### src/rtl/ten_bit_word_payload_packer_unit_macros.svh
// ---------------------------------------------------------------------------
// Ten-bit word payload packer: assertion macros
// Shared property shorthands for the packer's concurrent checks.
// ---------------------------------------------------------------------------
`ifndef TEN_BIT_WORD_PAYLOAD_PACKER_UNIT_MACROS_SVH
`define TEN_BIT_WORD_PAYLOAD_PACKER_UNIT_MACROS_SVH

// Consequent must hold in the same cycle as the antecedent.
`define TBWPP_ASSERT_SAME(lbl, clk_s, rst_n_s, ante, cons) \
	lbl: assert property (@(posedge clk_s) disable iff (!rst_n_s) (ante) |-> (cons)) \
		else $error("packer: same-cycle check failed");

// Consequent must hold in the cycle after the antecedent.
`define TBWPP_ASSERT_NEXT(lbl, clk_s, rst_n_s, ante, cons) \
	lbl: assert property (@(posedge clk_s) disable iff (!rst_n_s) (ante) |=> (cons)) \
		else $error("packer: next-cycle check failed");

`endif

### src/rtl/tbwpp_pkg.sv
// ---------------------------------------------------------------------------
// Ten-bit word payload packer: package
// Result word layout, operation and register codes, reset values.
// ---------------------------------------------------------------------------
package tbwpp_pkg;

	// Operation codes of an input word.
	localparam logic OP_PUSH  = 1'b0;
	localparam logic OP_FLUSH = 1'b1;

	// Configuration register indexes.
	localparam logic REG_HD_MODE       = 1'b0;
	localparam logic REG_PAYLOAD_BYTES = 1'b1;

	// Reset value of the payload size register.
	localparam logic [10:0] PAYLOAD_BYTES_RST = 11'd1376;

	// One result word.
	typedef struct packed {
		logic [7:0]  data_byte;
		logic        byte_valid;
		logic [10:0] byte_index;
		logic [15:0] sequence_res;
		logic [31:0] timestamp;
		logic [7:0]  frame_number;
		logic        frame_close;
		logic [10:0] zero_fill;
		logic        last;
	} res_t;

	// Results of one processed input word, handed to the result queue.
	typedef struct packed {
		logic [1:0] cnt;
		res_t       r0;
		res_t       r1;
	} push_t;

endpackage

### src/rtl/ten_bit_word_payload_packer_unit.sv
// ---------------------------------------------------------------------------
// Ten-bit word payload packer
// Packs ten-bit video words MSB-first into payload bytes of fixed-size
// packets and reports packet sequence, timestamp and frame on every byte.
// ---------------------------------------------------------------------------
// Channel   Handshake              Payload
// item      item_valid/item_stall  operation, word
// res       res_valid/res_stall    data_byte ... last (one or two results per word)
// cfg       cfg_valid/cfg_ready    cfg_index, cfg_data
//
// An input word is registered, packed in one pass and its one or two results
// enter a two-entry queue; the port shows the head of the queue, so a result
// appears there once the queue has registered it.
// One input word is taken per cycle while the result side keeps pace; the
// output port moves one result per cycle while res_stall is low, so six held
// bits or a flush with a partial byte, which give two results, slow the input.
// Reset clears all packet state; the payload size returns to 1376 bytes.
// ---------------------------------------------------------------------------
`include "ten_bit_word_payload_packer_unit_macros.svh"

module ten_bit_word_payload_packer_unit (
	input  logic        clk,
	input  logic        arst_n,
	input  logic        item_valid,
	output logic        item_stall,
	input  logic        operation,
	input  logic [9:0]  word,
	output logic        res_valid,
	input  logic        res_stall,
	output logic [7:0]  data_byte,
	output logic        byte_valid,
	output logic [10:0] byte_index,
	output logic [15:0] sequence_res,
	output logic [31:0] timestamp,
	output logic [7:0]  frame_number,
	output logic        frame_close,
	output logic [10:0] zero_fill,
	output logic        last,
	input  logic        cfg_valid,
	output logic        cfg_ready,
	input  logic        cfg_index,
	input  logic [10:0] cfg_data
);

	logic              hd_mode_q;
	logic [10:0]       payload_bytes_q;
	logic [1:0]        free;
	tbwpp_pkg::push_t  push;
	tbwpp_pkg::res_t   head;

	assign cfg_ready = 1'b1;

	// Configuration registers.
	always_ff @(posedge clk or negedge arst_n) begin
		if (!arst_n) begin
			hd_mode_q       <= 1'b0;
			payload_bytes_q <= tbwpp_pkg::PAYLOAD_BYTES_RST;
		end else if (cfg_valid && cfg_ready) begin
			unique case (cfg_index)
				tbwpp_pkg::REG_HD_MODE:       hd_mode_q       <= cfg_data[0];
				tbwpp_pkg::REG_PAYLOAD_BYTES: payload_bytes_q <= cfg_data;
				default:                      hd_mode_q       <= hd_mode_q;
			endcase
		end
	end

	tbwpp_core u_core (
		.clk           (clk),
		.arst_n        (arst_n),
		.item_valid    (item_valid),
		.item_stall    (item_stall),
		.operation     (operation),
		.word          (word),
		.hd_mode       (hd_mode_q),
		.payload_bytes (payload_bytes_q),
		.free          (free),
		.push          (push)
	);

	tbwpp_resq u_resq (
		.clk       (clk),
		.arst_n    (arst_n),
		.push      (push),
		.free      (free),
		.res_valid (res_valid),
		.res_stall (res_stall),
		.head      (head)
	);

	// Result word fields.
	assign data_byte    = head.data_byte;
	assign byte_valid   = head.byte_valid;
	assign byte_index   = head.byte_index;
	assign sequence_res = head.sequence_res;
	assign timestamp    = head.timestamp;
	assign frame_number = head.frame_number;
	assign frame_close  = head.frame_close;
	assign zero_fill    = head.zero_fill;
	assign last         = head.last;

	// A close result always ends its item's results.
	`TBWPP_ASSERT_SAME(a_close_is_last, clk, arst_n, res_valid && frame_close, last)
	// Non-byte results are close results only.
	`TBWPP_ASSERT_SAME(a_nonbyte_closes, clk, arst_n, res_valid && !byte_valid, frame_close)
	// Byte results carry no padding count.
	`TBWPP_ASSERT_SAME(a_byte_no_fill, clk, arst_n, res_valid && byte_valid, zero_fill == '0)
	// Both results of an item are queued together, so the second follows at once.
	`TBWPP_ASSERT_NEXT(a_pair_follows, clk, arst_n, res_valid && !res_stall && !last, res_valid)

endmodule

### src/rtl/tbwpp_core.sv
// ---------------------------------------------------------------------------
// Ten-bit word payload packer: packing core
// Input register, packet state and the single-pass packing logic.
// ---------------------------------------------------------------------------
module tbwpp_core (
	input  logic                 clk,
	input  logic                 arst_n,
	input  logic                 item_valid,
	output logic                 item_stall,
	input  logic                 operation,
	input  logic [9:0]           word,
	input  logic                 hd_mode,
	input  logic [10:0]          payload_bytes,
	input  logic [1:0]           free,
	output tbwpp_pkg::push_t     push
);

	// Packet bookkeeping that a new byte may advance.
	typedef struct packed {
		logic [10:0] wi;
		logic [15:0] seq;
		logic [31:0] stamp;
	} pkt_t;

	// Opens a new packet when the current one is full, and latches the
	// timestamp when a byte is the first of its packet.
	function automatic pkt_t start_byte(pkt_t p, logic [10:0] size, logic [31:0] now);
		pkt_t r;
		r = p;
		if (r.wi >= size) begin
			r.seq = r.seq + 16'd1;
			r.wi  = '0;
		end
		if (r.wi == '0) begin
			r.stamp = now;
		end
		return r;
	endfunction

	logic        valid_s1;
	logic        op_s1;
	logic [9:0]  word_s1;

	logic [1:0]  phase_q;
	logic [5:0]  pend_q;
	logic [10:0] wi_q;
	logic [15:0] seq_q;
	logic [31:0] wc_q;
	logic [29:0] hdq_q;
	logic [3:0]  hdr_q;
	logic [7:0]  frame_q;
	logic [31:0] stamp_q;

	logic        accept;
	logic        adv;
	logic [1:0]  need;
	logic [10:0] size;
	logic [31:0] now;
	pkt_t        p0;
	pkt_t        p1;
	pkt_t        p2;
	pkt_t        p3;
	pkt_t        pn;
	logic [7:0]  byte0;
	logic [5:0]  pend_n;
	logic [10:0] wi1;
	logic [4:0]  hdr_sum;
	tbwpp_pkg::res_t r0;
	tbwpp_pkg::res_t r1;

	// A zero payload size counts as one byte.
	assign size = (payload_bytes == '0) ? 11'd1 : payload_bytes;
	assign now  = hd_mode ? {2'b00, hdq_q} : wc_q;
	assign hdr_sum = {1'b0, hdr_q} + 5'd2;

	// Number of result words the held item produces.
	always_comb begin
		if (op_s1 == tbwpp_pkg::OP_PUSH) begin
			need = (phase_q == 2'd3) ? 2'd2 : 2'd1;
		end else begin
			need = (phase_q != 2'd0) ? 2'd2 : 2'd1;
		end
	end

	assign adv        = valid_s1 && (need <= free);
	assign item_stall = valid_s1 && !adv;
	assign accept     = item_valid && !item_stall;

	// Packing logic: up to two results and the next packet state.
	always_comb begin
		p0 = '{wi: wi_q, seq: seq_q, stamp: stamp_q};
		p1 = p0;
		p2 = p0;
		p3 = p0;
		pn = p0;
		byte0  = '0;
		pend_n = '0;
		wi1    = wi_q;
		r0 = '0;
		r1 = '0;
		if (op_s1 == tbwpp_pkg::OP_PUSH) begin
			// Leading byte from the held bits and the top of the new word.
			unique case (phase_q)
				2'd0: begin
					byte0  = word_s1[9:2];
					pend_n = {4'b0000, word_s1[1:0]};
				end
				2'd1: begin
					byte0  = {pend_q[1:0], word_s1[9:4]};
					pend_n = {2'b00, word_s1[3:0]};
				end
				2'd2: begin
					byte0  = {pend_q[3:0], word_s1[9:6]};
					pend_n = word_s1[5:0];
				end
				2'd3: begin
					byte0  = {pend_q[5:0], word_s1[9:8]};
					pend_n = '0;
				end
				default: begin
					byte0  = '0;
					pend_n = '0;
				end
			endcase
			p1 = (phase_q == 2'd0) ? start_byte(p0, size, now) : p0;
			p2 = p1;
			p2.wi = p1.wi + 11'd1;
			p3 = start_byte(p2, size, now);
			pn = p3;
			r0.data_byte    = byte0;
			r0.byte_valid   = 1'b1;
			r0.byte_index   = p1.wi;
			r0.sequence_res = p1.seq;
			r0.timestamp    = p1.stamp;
			r0.frame_number = frame_q;
			r0.last         = (phase_q != 2'd3);
			// A full word completes a second byte when six bits were held.
			r1.data_byte    = word_s1[7:0];
			r1.byte_valid   = 1'b1;
			r1.byte_index   = p3.wi;
			r1.sequence_res = p3.seq;
			r1.timestamp    = p3.stamp;
			r1.frame_number = frame_q;
			r1.last         = 1'b1;
			if (phase_q == 2'd3) begin
				pn.wi = p3.wi + 11'd1;
			end
		end else begin
			// Flush the partial byte, low bits zero, then close the packet.
			unique case (phase_q)
				2'd1:    byte0 = {pend_q[1:0], 6'b000000};
				2'd2:    byte0 = {pend_q[3:0], 4'b0000};
				2'd3:    byte0 = {pend_q[5:0], 2'b00};
				default: byte0 = '0;
			endcase
			wi1 = (phase_q != 2'd0) ? wi_q + 11'd1 : wi_q;
			r0.data_byte    = byte0;
			r0.byte_valid   = 1'b1;
			r0.byte_index   = wi_q;
			r0.sequence_res = seq_q;
			r0.timestamp    = stamp_q;
			r0.frame_number = frame_q;
			r1.sequence_res = seq_q;
			r1.timestamp    = (wi1 == '0) ? now : stamp_q;
			r1.frame_number = frame_q;
			r1.frame_close  = 1'b1;
			r1.zero_fill    = (size > wi1) ? size - wi1 : '0;
			r1.last         = 1'b1;
			pn.wi  = '0;
			pn.seq = seq_q + 16'd1;
		end
	end

	// Results in queue order; a lone close result takes the first slot.
	always_comb begin
		push.cnt = need;
		if (op_s1 == tbwpp_pkg::OP_FLUSH && phase_q == 2'd0) begin
			push.r0 = r1;
		end else begin
			push.r0 = r0;
		end
		push.r1 = r1;
		if (!adv) begin
			push.cnt = 2'd0;
		end
	end

	// Input register payload.
	always_ff @(posedge clk) begin
		if (accept) begin
			op_s1   <= operation;
			word_s1 <= word;
		end
	end

	// Input register valid and packet state.
	always_ff @(posedge clk or negedge arst_n) begin
		if (!arst_n) begin
			valid_s1 <= 1'b0;
			phase_q  <= '0;
			pend_q   <= '0;
			wi_q     <= '0;
			seq_q    <= '0;
			wc_q     <= '0;
			hdq_q    <= '0;
			hdr_q    <= '0;
			frame_q  <= '0;
			stamp_q  <= '0;
		end else begin
			if (accept) begin
				valid_s1 <= 1'b1;
			end else if (adv) begin
				valid_s1 <= 1'b0;
			end
			if (adv) begin
				wi_q    <= pn.wi;
				seq_q   <= pn.seq;
				stamp_q <= pn.stamp;
				if (op_s1 == tbwpp_pkg::OP_PUSH) begin
					phase_q <= phase_q + 2'd1;
					pend_q  <= pend_n;
					wc_q    <= wc_q + 32'd1;
					// Track floor(2 * count / 11) as quotient and remainder.
					if (wc_q == '1) begin
						hdq_q <= '0;
						hdr_q <= '0;
					end else if (hdr_sum >= 5'd11) begin
						hdq_q <= hdq_q + 30'd1;
						hdr_q <= 4'(hdr_sum - 5'd11);
					end else begin
						hdr_q <= hdr_sum[3:0];
					end
				end else begin
					phase_q <= '0;
					pend_q  <= '0;
					frame_q <= frame_q + 8'd1;
				end
			end
		end
	end

endmodule

### src/rtl/tbwpp_resq.sv
// ---------------------------------------------------------------------------
// Ten-bit word payload packer: result queue
// Two-entry output queue that takes one or two results a cycle while it has room.
// ---------------------------------------------------------------------------
module tbwpp_resq (
	input  logic                 clk,
	input  logic                 arst_n,
	input  tbwpp_pkg::push_t     push,
	output logic [1:0]           free,
	output logic                 res_valid,
	input  logic                 res_stall,
	output tbwpp_pkg::res_t      head
);

	tbwpp_pkg::res_t ent_q [2];
	logic       rd_ptr_q;
	logic [1:0] count_q;
	logic       pop;
	logic       wr_ptr;

	assign res_valid = (count_q != '0);
	assign pop       = res_valid && !res_stall;
	assign head      = ent_q[rd_ptr_q];
	assign wr_ptr    = rd_ptr_q ^ count_q[0];

	// Space after this cycle's pop.
	always_comb begin
		unique case (count_q)
			2'd0:    free = 2'd2;
			2'd1:    free = pop ? 2'd2 : 2'd1;
			default: free = pop ? 2'd1 : 2'd0;
		endcase
	end

	// Entry storage.
	always_ff @(posedge clk) begin
		if (push.cnt != '0) begin
			ent_q[wr_ptr] <= push.r0;
		end
		if (push.cnt == 2'd2) begin
			ent_q[!wr_ptr] <= push.r1;
		end
	end

	// Read pointer and fill level.
	always_ff @(posedge clk or negedge arst_n) begin
		if (!arst_n) begin
			rd_ptr_q <= 1'b0;
			count_q  <= '0;
		end else begin
			rd_ptr_q <= rd_ptr_q ^ pop;
			count_q  <= count_q - {1'b0, pop} + push.cnt;
		end
	end

endmodule

### config.mk
export PLATFORM = sky130hd
export DESIGN_NAME = ten_bit_word_payload_packer_unit
export DESIGN_NICKNAME = d
export VERILOG_FILES = /design/src/rtl/tbwpp_pkg.sv /design/src/rtl/ten_bit_word_payload_packer_unit.sv /design/src/rtl/tbwpp_core.sv /design/src/rtl/tbwpp_resq.sv
export VERILOG_INCLUDE_DIRS = /design/src /design/src/rtl
export SDC_FILE = /design/constraint.sdc
export NUM_CORES = 1
export LEC_CHECK = 0
export BUFFER_PORTS_ARGS = -buffer_cell sky130_fd_sc_hd__clkbuf_2
export CAP_MARGIN = 40
export CORE_UTILIZATION = 60
export DETAILED_ROUTE_END_ITERATION = 7
export MAX_ROUTING_LAYER = met4
export PLACE_DENSITY = 0.79
export RECOVER_POWER = 50
export SLEW_MARGIN = 20
export SYNTH_ARGS = -nofsm -noshare
export SYNTH_HDL_FRONTEND = slang
export SYNTH_SLANG_ARGS = --single-unit
export TNS_END_PERCENT = 10
### constraint.sdc
create_clock -name clk -period 8.8 [get_ports clk]
set_input_delay 0.88 -clock clk [delete_from_list [all_inputs] [get_ports clk]]
set_output_delay 0.88 -clock clk [all_outputs]
set_load 0.02 [all_outputs]
==> out/results.ini, run 1 <==
[worst_hold_path]
min_path_type=flop to flop
hold_depth=2

[job]
drv_cap=9

[synthesis]
synth_cell_types=97
syn_area_mm2=0.0195
synth_nets=1878
yosysSeqAreaShare=0.491
synth.most_common_cell=edfxtp_1
synthArstFlopShare=0.454
synth_edf_count=187
synth_top_area_cell=edfxtp_1
syn_avg_cell_area_um2=10.9
synthFlopType=edfxtp_1
synthCells=1797
yosys_warnings=0
ys_top_cells_by_area=edfxtp_1 (29%), dfrtp_1 (20%), mux2_2 (9.6%)
synth_top_area_share=0.287
synthTopCellsByCount=edfxtp_1 (187), mux2_2 (167), dfrtp_1 (153), nor2_1 (152), nand2_1 (143)
synth_seq_cells=346

[power]
ir_drop_v=0.000606
leakage_nw=8.73
power_density_mw_per_mm2=384

[drt]
via_count=14800
via_per_inst=6.35
drcViolationCount=0
antenna_left=0
routed_wl_um=50100
wire_per_inst_um=21.5
drtIter0Drc=1539
drtPass1Iterations=5

[critical_path]
path_cells=inv_1 -> ha_1 -> clkbuf_1 -> nand2_1 -> o21ai_0 -> inv_1 -> ha_1 -> nor2b_1 -> o21ai_0 -> nand2_1 -> clkbuf_1 -> clkbuf_1 -> nor2_1 -> clkbuf_1 -> nand2b_1 -> buf_4 -> mux2_2
worstPathMaxFanout=34
start_kind=flop
cp_slowest_cell=clkbuf_1
cp_slowest_stage_delay_ns=1.28
critical_path.endpoint_type=flop
criticalPathCategory=flop to flop
critical_path_arrival_ns=7.92
crit_top_cell=clkbuf_1
r2r_cells=17
cp_data_required_time_ns=9.21

[placement]
dpl_cell_area_mm2=0.0205
pre_cts_ws_ns=1.99
gp_congestion=0.990
port_buffers=118
hpwl_um=33300
dp.cells=2259

[floorplan]
die-area_mm2=0.0333
rows=65
start_util=0.614
dieWidth_um=182
core_area_mm2=0.0318
die_h_um=182
ios=120

[run_status]
status=finished with violations
violations=capacitance limit, slew limit

[sta]
setup_slack_ns=1.29
finalHoldViolCount=0
fin_crit_sh=0.853
setup_tns_ns=0
period_needed_ns=7.51
setup_violations=0
maxSlewViolCount=338
worst_slew_pin_slew_ns=3.44
rsz0062_at_grt=no
skew_ns=0.0177
slew_headroom=-1.29
fmax_ghz=0.133

[finish]
register_area_mm2=0.00959
multi_input_area_mm2=0.00929
final_net_count=1948
antenna_cells=0
drive_gt1_frac=0.168
n_fill_cell=2369
area_growth_pct=10.8
post-route-cell-area_mm2=0.0216
fin_cells=2331

[cts]
cts_made_buffers=37
cts_hold_buf=0
post_cts.repair.setup_buffers=0
cts_resized=0
clkSinkCount=346
clk_latency_ns=0.54
clockRootBuffer=clkbuf_16
htreeDepth=2
cts_tree=built
clk_path_buf_depth=3
path_clk_slew_ns=0.06

[global_routing]
grt_max_degree=62
grt_use_total=0.312
antenna_found_initial=0
grt.overflow.total=0
grt_pass1_vias=14400
grt_pass1_wl_um=79300

path summary, 6_finish.rpt:
path                                    startpoint                 end  slack [ns]
max in group asynchronous                   arst_n      u_core.wc_q[2]        2.98
worst min-delay path            u_resq.ent_q[1][0]  u_resq.ent_q[1][0]        0.48
worst max-delay path             u_core.phase_q[0]  u_core.stamp_q[19]        1.29
worst min register to register  u_resq.ent_q[1][0]  u_resq.ent_q[1][0]        0.48
min in group asynchronous                   arst_n    u_core.pend_q[3]        1.18
worst max register to register   u_core.phase_q[0]  u_core.stamp_q[19]        1.29
layout by cell type (no fill, tap or decap), types with 9 or more instances in the layout:
master / instances
clkbuf_16: 37
nand2_1: 143
nor2_1: 152
mux2_1: 22
o21ai_0: 68
and3_1: 28
nor3_1: 25
nor4_1: 19
clkbuf_2: 50
buf_4: 15
inv_1: 46
and2_1: 22
nor2b_1: 13
o22ai_1: 25
a31oi_1: 14
a21o_1: 11
a21oi_1: 59
and4_1: 9
edfxtp_1: 187
mux2_2: 145
xor2_1: 60
dfrtp_1: 153
ha_1: 52
xnor2_1: 72
nand3_1: 45
a22o_1: 85
o31ai_1: 13
clkbuf_1: 93
nand4_1: 24
registers in the layout (all words and copies together) (netlist names), 2 cells and up:
name / cells
u_core.frame_q: 8
u_core.word_s1: 10
u_core.wc_q: 32
payload_bytes_q: 11
u_core.pend_q: 6
u_core.stamp_q: 32
u_core.wi_q: 11
u_core.seq_q: 16
u_core.hdr_q: 4
u_resq.ent_q: 178
u_core.phase_q: 2
u_core.hdq_q: 30
u_resq.count_q: 2
layout make-up:
class | count | area share
Clock buffer | 53 | 0.0483
Clock inverter | 15 | 0.0108
Inverter | 50 | 0.00884
Multi-Input combinational cell | 1281 | 0.429
Sequential cell | 346 | 0.443
Tap cell | 435 | 0.0251
Timing Repair Buffer | 151 | 0.0350
cell families (layout without fill, tap and decap cells):
family / Yosys count / count (layout) / synth area share
adder cells (fa/ha/maj): 53 / 53 / 0.0343
AND/OR/NAND/NOR: 542 / 542 / 0.140
multiplexers: 175 / 175 / 0.100
buffers and inverters: 170 / 269 / 0.0357
flip-flops: 346 / 346 / 0.491
XOR/XNOR: 134 / 134 / 0.0608
AO/OA/AOI/OAI: 376 / 376 / 0.138
other: 1 / 1 / 0.000192
through the flow:
| stage | hold WS [ns] | total power, W | utilization |
|---|---|---|---|
| finish | 0.481 | 0.00831 | 0.681 |
| global route | 0.494 | 0.00870 | 0.681 |
| CTS | 0.272 | 0.00834 | 0.685 |
| detailed placement | 0.460 | 0.00669 | 0.645 |
| global placement | 0.449 | 0.00656 | 0.642 |
| floorplan | 0.435 | 0.00546 | - |
critical path: cells and delay by family (launching register included):
| family | cells | cell delay, ns |
|---|---|---|
| adder cells (fa/ha/maj) | 2 | 0.53 |
| AND/OR/NAND/NOR | 5 | 1.26 |
| flip-flops | 1 | 0.43 |
| multiplexers | 1 | 0.40 |
| AO/OA/AOI/OAI | 2 | 0.48 |
| buffers and inverters | 7 | 4.21 |
power by group:
group          total [W]  switching [W]  leakage (nW)  internal, W
sequential       0.00289       0.000321          3.93      0.00257
clock            0.00162       0.000660         0.623     0.000960
combinational    0.00379        0.00265          4.18      0.00115
total            0.00831        0.00363          8.73      0.00468
per-layer routing:
metal,wire length (um),GRT usage
met1,21700,0.426
met2,23400,0.480
met3,3590,0.0427
met4,1430,0.107
met5,0,-
No activity file was read; power rests on OpenSTA's default activity.
==> run 2: changes to the inputs <==
--- a/config.mk
+++ b/config.mk
@@ -8,6 +8,7 @@
 export LEC_CHECK = 0
 export BUFFER_PORTS_ARGS = -buffer_cell sky130_fd_sc_hd__clkbuf_2
 export CAP_MARGIN = 40
+export CORE_ASPECT_RATIO = 1.2
 export CORE_UTILIZATION = 60
 export DETAILED_ROUTE_END_ITERATION = 7
 export MAX_ROUTING_LAYER = met4
==> run 2 against run 1 <==
Net effect:
- the flow still finishes with violations (capacitance limit, slew limit)
- routed wire length decreased by 0.57%
- sequential power about the same
- sequential share of layout area is 0.40 points higher
- largest cell class unchanged
==> out/results.ini, run 2 (synthesis results as in run 1) <==
[cts]
cts_resized=0
clk_latency_ns=0.55
cts_hold_buf=0
cts_tree=built
cts_made_buffers=36
post_cts.repair.setup_buffers=0
clockRootBuffer=clkbuf_16
htreeDepth=2
clk_path_buf_depth=3
clkSinkCount=346
path_clk_slew_ns=0.06

[critical_path]
path_cells=nand2_1 -> o21ai_0 -> inv_1 -> ha_1 -> nor2b_1 -> o21a_1 -> nor2_1 -> clkbuf_1 -> nand2_1 -> clkbuf_1 -> nor2_1 -> buf_4 -> nor2_1 -> inv_4 -> buf_12 -> buf_4
critPathTopFamily=buffers and inverters
r2r_start=u_core.op_s1
cp_slowest_cell=clkbuf_1
rrSetupSlack_ns=1.76
crit_top_cell=nor2_1
cp_slowest_stage_delay_ns=1.08
path_buf_inv=7
crit_start=u_core.op_s1
cp_data_required_time_ns=9.08
criticalPathCategory=flop to flop
critical_path.endpoint_type=flop
critical_path_arrival_ns=7.32
start_kind=flop
worstPathMaxFanout=47

[sta]
fmax_ghz=0.142
period_needed_ns=7.04
fin_crit_sh=0.800
setup_violations=0
maxSlewViolCount=319
rsz0062_at_grt=no
skew_ns=0.0141
worst_slew_pin_slew_ns=3.50
setup_tns_ns=0
fin_hold_ws_ns=0.477
slew_headroom=-1.34
finalHoldViolCount=0

[global_routing]
grt_util_met3=0.0465
grt_max_degree=62
grt_use_total=0.311
grtUsageMet2=0.547
grt.overflow.total=0
grt_pass1_wl_um=78700
busiest_layer=met2
grt_use_met1=0.351
antenna_found_initial=1
grt_pass1_vias=15000

[drt]
antenna_left=0
via_count=14800
via_per_inst=6.43
drtPass1Iterations=6
wire_per_inst_um=21.6
drtIter0Drc=1360
drcViolationCount=0
routed_wl_um=49800

[floorplan]
dieWidth_um=167
ios=120
rows=72
die_h_um=200
core_area_mm2=0.0322
start_util=0.608
die-area_mm2=0.0333

[run_status]
status=finished with violations
violations=capacitance limit, slew limit

[placement]
port_buffers=118
gp_congestion=0.954
hpwl_um=34000
dp.cells=2234

[worst_hold_path]
min_path_type=flop to flop
min_from=u_resq.ent_q[0][0]

[finish]
fin_util=0.667
largest_registers=u_resq.ent_q: 178 flops, u_core.stamp_q: 32 flops, u_core.wc_q: 32 flops
final_net_count=1947
layout_common_cells=edfxtp_1 (187), mux2_2 (155), dfrtp_1 (153), nor2_1 (152), nand2_1 (143)
top_register=u_resq.ent_q
final_common_cell=edfxtp_1
drive_gt1_frac=0.164
largest_register_ffs=178
fin_cells=2302
area_growth_pct=9.80

[power]
power_density_mw_per_mm2=378
leakage_nw=8.63
ir_drop_v=0.000306

[job]
drv_cap=9

==> run 2: changes by cell type in the layout (fill, tap and decap cells not counted), sizes merged <==
| cell | previous run | this run |
|---|---|---|
| clkbuf | 186 | 182 |
| bufinv | 4 | 1 |
| buf | 18 | 20 |
| clkinv | 10 | 12 |
| diode | 0 | 1 |
| inv | 50 | 51 |
==> run 2: where the power goes <==
part	total, W	switching, W	leakage, nW	internal [W]
Combinational	0.00375	0.00259	4.16	0.00116
Sequential	0.00289	0.000322	3.93	0.00257
Clock	0.00148	0.000655	0.545	0.000822
Total	0.00812	0.00357	8.63	0.00455
==> run 2: worst reg2reg max path, cell delays in order (launching register included) <==
cell      delay [ns]
edfxtp_1        0.88
nand2_1         0.41
o21ai_0         0.43
inv_1           0.25
ha_1            0.37
nor2b_1         0.17
o21a_1          0.19
nor2_1          0.06
clkbuf_1        0.49
nand2_1         0.19
clkbuf_1        1.08
nor2_1          0.32
buf_4           0.30
nor2_1          0.63
inv_4           0.42
buf_12          0.31
buf_4           0.30
==> run 2: per-layer routing <==
| layer | wire (um) | part of all wire | up-vias |
|---|---|---|---|
| met4 | 2070 | 0.042 | 0 |
| met1 | 19100 | 0.38 | 7240 |
| met5 | 0 | 0 | - |
| met3 | 3200 | 0.064 | 161 |
| met2 | 25400 | 0.51 | 637 |
| li1 | - | - | 6770 |
==> run 2: metrics by stage <==
| step | instance area (um2) | worst slack (ns) | total power, W |
|---|---|---|---|
| after detailed placement | 20500 | 2.16 | 0.00671 |
| after floorplan | 19500 | 2.71 | 0.00546 |
| after global placement | 20400 | 2.34 | 0.00650 |
| after CTS | 21700 | 2.09 | 0.00820 |
| after global routing | 21500 | 1.51 | 0.00852 |
| final | 21500 | 1.76 | 0.00812 |
==> run 2: layout make-up <==
cell class	count	area [um2]
fillers	2503	10700
flip-flops and latches	346	9590
multi-input cells	1281	9270
clock buffers	51	987
repair buffers	151	773
well taps	407	509
inverters	50	193
clock inverters	15	131
diodes	1	2.50
==> run 2: path summary, 6_finish.rpt <==
check	to	depth (start not counted)
worst max-delay path	u_resq.ent_q[1][51]	16
min in group asynchronous	payload_bytes_q[4]	1
worst max register to register	u_resq.ent_q[1][51]	16
worst min-delay path	u_resq.ent_q[0][0]	2
max in group asynchronous	u_core.wi_q[0]	3
worst min register to register	u_resq.ent_q[0][0]	2
==> run 3: changes to the inputs <==
==> constraint.sdc (replaced) <==
create_clock -name clk -period 7.2 [get_ports clk]
set_input_delay 0.72 -clock clk [delete_from_list [all_inputs] [get_ports clk]]
set_output_delay 0.72 -clock clk [all_outputs]
set_load 0.02 [all_outputs]
==> run 3 against run 2 <==
Net effect:
- the run still ends with capacitance limit, slew limit left
- power rose by 23%
- non-clock buffer count rose by 7
- via count decreased by 0.26%
- flip-flop and latch count unchanged
- worst hold slack worse by 0.13 ns
- count of clock-buffer cells in the layout rose by 3
- die area unchanged
- sequential power grew 22%
- critical path depth is the same
- clock skew is 0.0046 ns higher
- routed wire length increased by 0.53%
- clock power up 26%
==> out/results.ini, run 3 (synthesis results as in run 1) <==
[critical_path]
path_cells=inv_1 -> ha_1 -> clkbuf_1 -> nand2_1 -> o21ai_0 -> inv_1 -> ha_1 -> nor2b_1 -> o21ai_0 -> nand2_1 -> nor2_1 -> nand2_1 -> clkbuf_1 -> o21ai_0 -> nand3_1 -> nor3b_1
critical_path_arrival_ns=6.78
critical_path.endpoint_type=flop
crit_start=u_core.phase_q[0]
cp_slowest_cell=clkbuf_1
r2r_start=u_core.phase_q[0]
path_buf_inv=4
cp_data_required_time_ns=7.47
cp_slowest_stage_delay_ns=1.24
critPathTopFamily=buffers and inverters
criticalPathCategory=flop to flop
worstPathMaxFanout=34
start_kind=flop

[cts]
clk_path_buf_depth=3
cts_made_buffers=37
cts_resized=0
clk_latency_ns=0.55
clockRootBuffer=clkbuf_16
cts_tree=built
cts_hold_buf=0
htreeDepth=2
post_cts.repair.setup_buffers=0
clkSinkCount=346
path_clk_slew_ns=0.06

[floorplan]
rows=72
die_h_um=200
die-area_mm2=0.0333
core_area_mm2=0.0322
ios=120
start_util=0.608
dieWidth_um=167

[sta]
fin_crit_sh=0.904
skew_ns=0.0187
setup_violations=0
setup_tns_ns=0
slew_headroom=-1.10
rsz0062_at_grt=no
period_needed_ns=6.51
worst_slew_pin_slew_ns=3.15
maxSlewViolCount=278
fmax_ghz=0.154
finalHoldViolCount=0

[global_routing]
grt_use_total=0.314
grt_max_degree=83
grt_pass1_vias=14800
grt.overflow.total=0
antenna_found_initial=0
grt_pass1_wl_um=79400

[finish]
fin_util=0.669
area_growth_pct=10.2
drive_gt1_frac=0.170
antenna_cells=0
largest_register_ffs=178
top_register=u_resq.ent_q
fin_cells=2310
final_common_cell=edfxtp_1
final_net_count=1955
layout_common_cells=edfxtp_1 (187), dfrtp_1 (153), nor2_1 (152), nand2_1 (143), mux2_2 (141)
largest_registers=u_resq.ent_q: 178 flops, u_core.stamp_q: 32 flops, u_core.wc_q: 32 flops
post-route-cell-area_mm2=0.0215

[placement]
gp_congestion=0.947
dp.cells=2240
hpwl_um=34100
dpl_cell_area_mm2=0.0205
port_buffers=118

[drt]
via_count=14800
drtIter0Drc=1244
drtPass1Iterations=5
antenna_left=0
routed_wl_um=50100
wire_per_inst_um=21.7
via_per_inst=6.39
drcViolationCount=0

[worst_hold_path]
min_from=word[9]
min_path_type=input pin to flop

[power]
leakage_nw=8.73
power_density_mw_per_mm2=462
ir_drop_v=0.000320

[job]
drv_cap=7

[run_status]
violations=capacitance limit, slew limit
status=finished with violations

run 3: changes by cell type in the layout (fill, tap and decap cells not counted), moves of 12 or more:
cell	change
clkbuf_1	-16
mux2_2	-14
buf_4	+13
mux2_1	+14
clkbuf_2	+12
run 3: metal layers:
layer  up-vias  part of all wire  GRT usage
li1       6785                 -          -
met1      7294              0.39      0.369
met2       549              0.51      0.541
met3       142             0.058     0.0424
met4         0             0.042      0.142
met5         -                 0          -
run 3: per-stage QoR:
| step | total power, W | setup WS (ns) | hold WS, ns |
|---|---|---|---|
| CTS | 0.0100 | 0.965 | 0.295 |
| global placement | 0.00799 | 1.13 | 0.443 |
| detailed placement | 0.00815 | 0.987 | 0.453 |
| global route | 0.0104 | 0.253 | 0.330 |
| finish | 0.00995 | 0.690 | 0.346 |
| floorplan | 0.00667 | 1.11 | 0.424 |
run 3: path summary, 6_finish.rpt:
| kind | end | slack (ns) | cells after the start |
|---|---|---|---|
| worst min-delay path | u_core.word_s1[9] | 0.35 | 1 |
| worst max-delay path | u_resq.ent_q[0][10] | 0.69 | 16 |
| min in group asynchronous | u_core.wi_q[8] | 0.70 | 1 |
| worst min register to register | u_resq.ent_q[0][0] | 0.46 | 2 |
| max in group asynchronous | u_core.stamp_q[8] | 2.07 | 4 |
| worst max register to register | u_resq.ent_q[0][10] | 0.69 | 16 |
run 3: area by class of cell:
type	count	area [um2]
clock inverter	14	124
fill	2482	10600
timing repair buffer	158	800
sequential	346	9590
multi-input combinational	1281	9250
inverter	50	193
clock buffer	54	1060
tap	407	509
run 3: where the power goes:
group	total [W]	internal, W	switching, W
Clock	0.00186	0.00107	0.000792
Sequential	0.00353	0.00314	0.000389
Combinational	0.00456	0.00139	0.00317
Total	0.00995	0.00560	0.00435
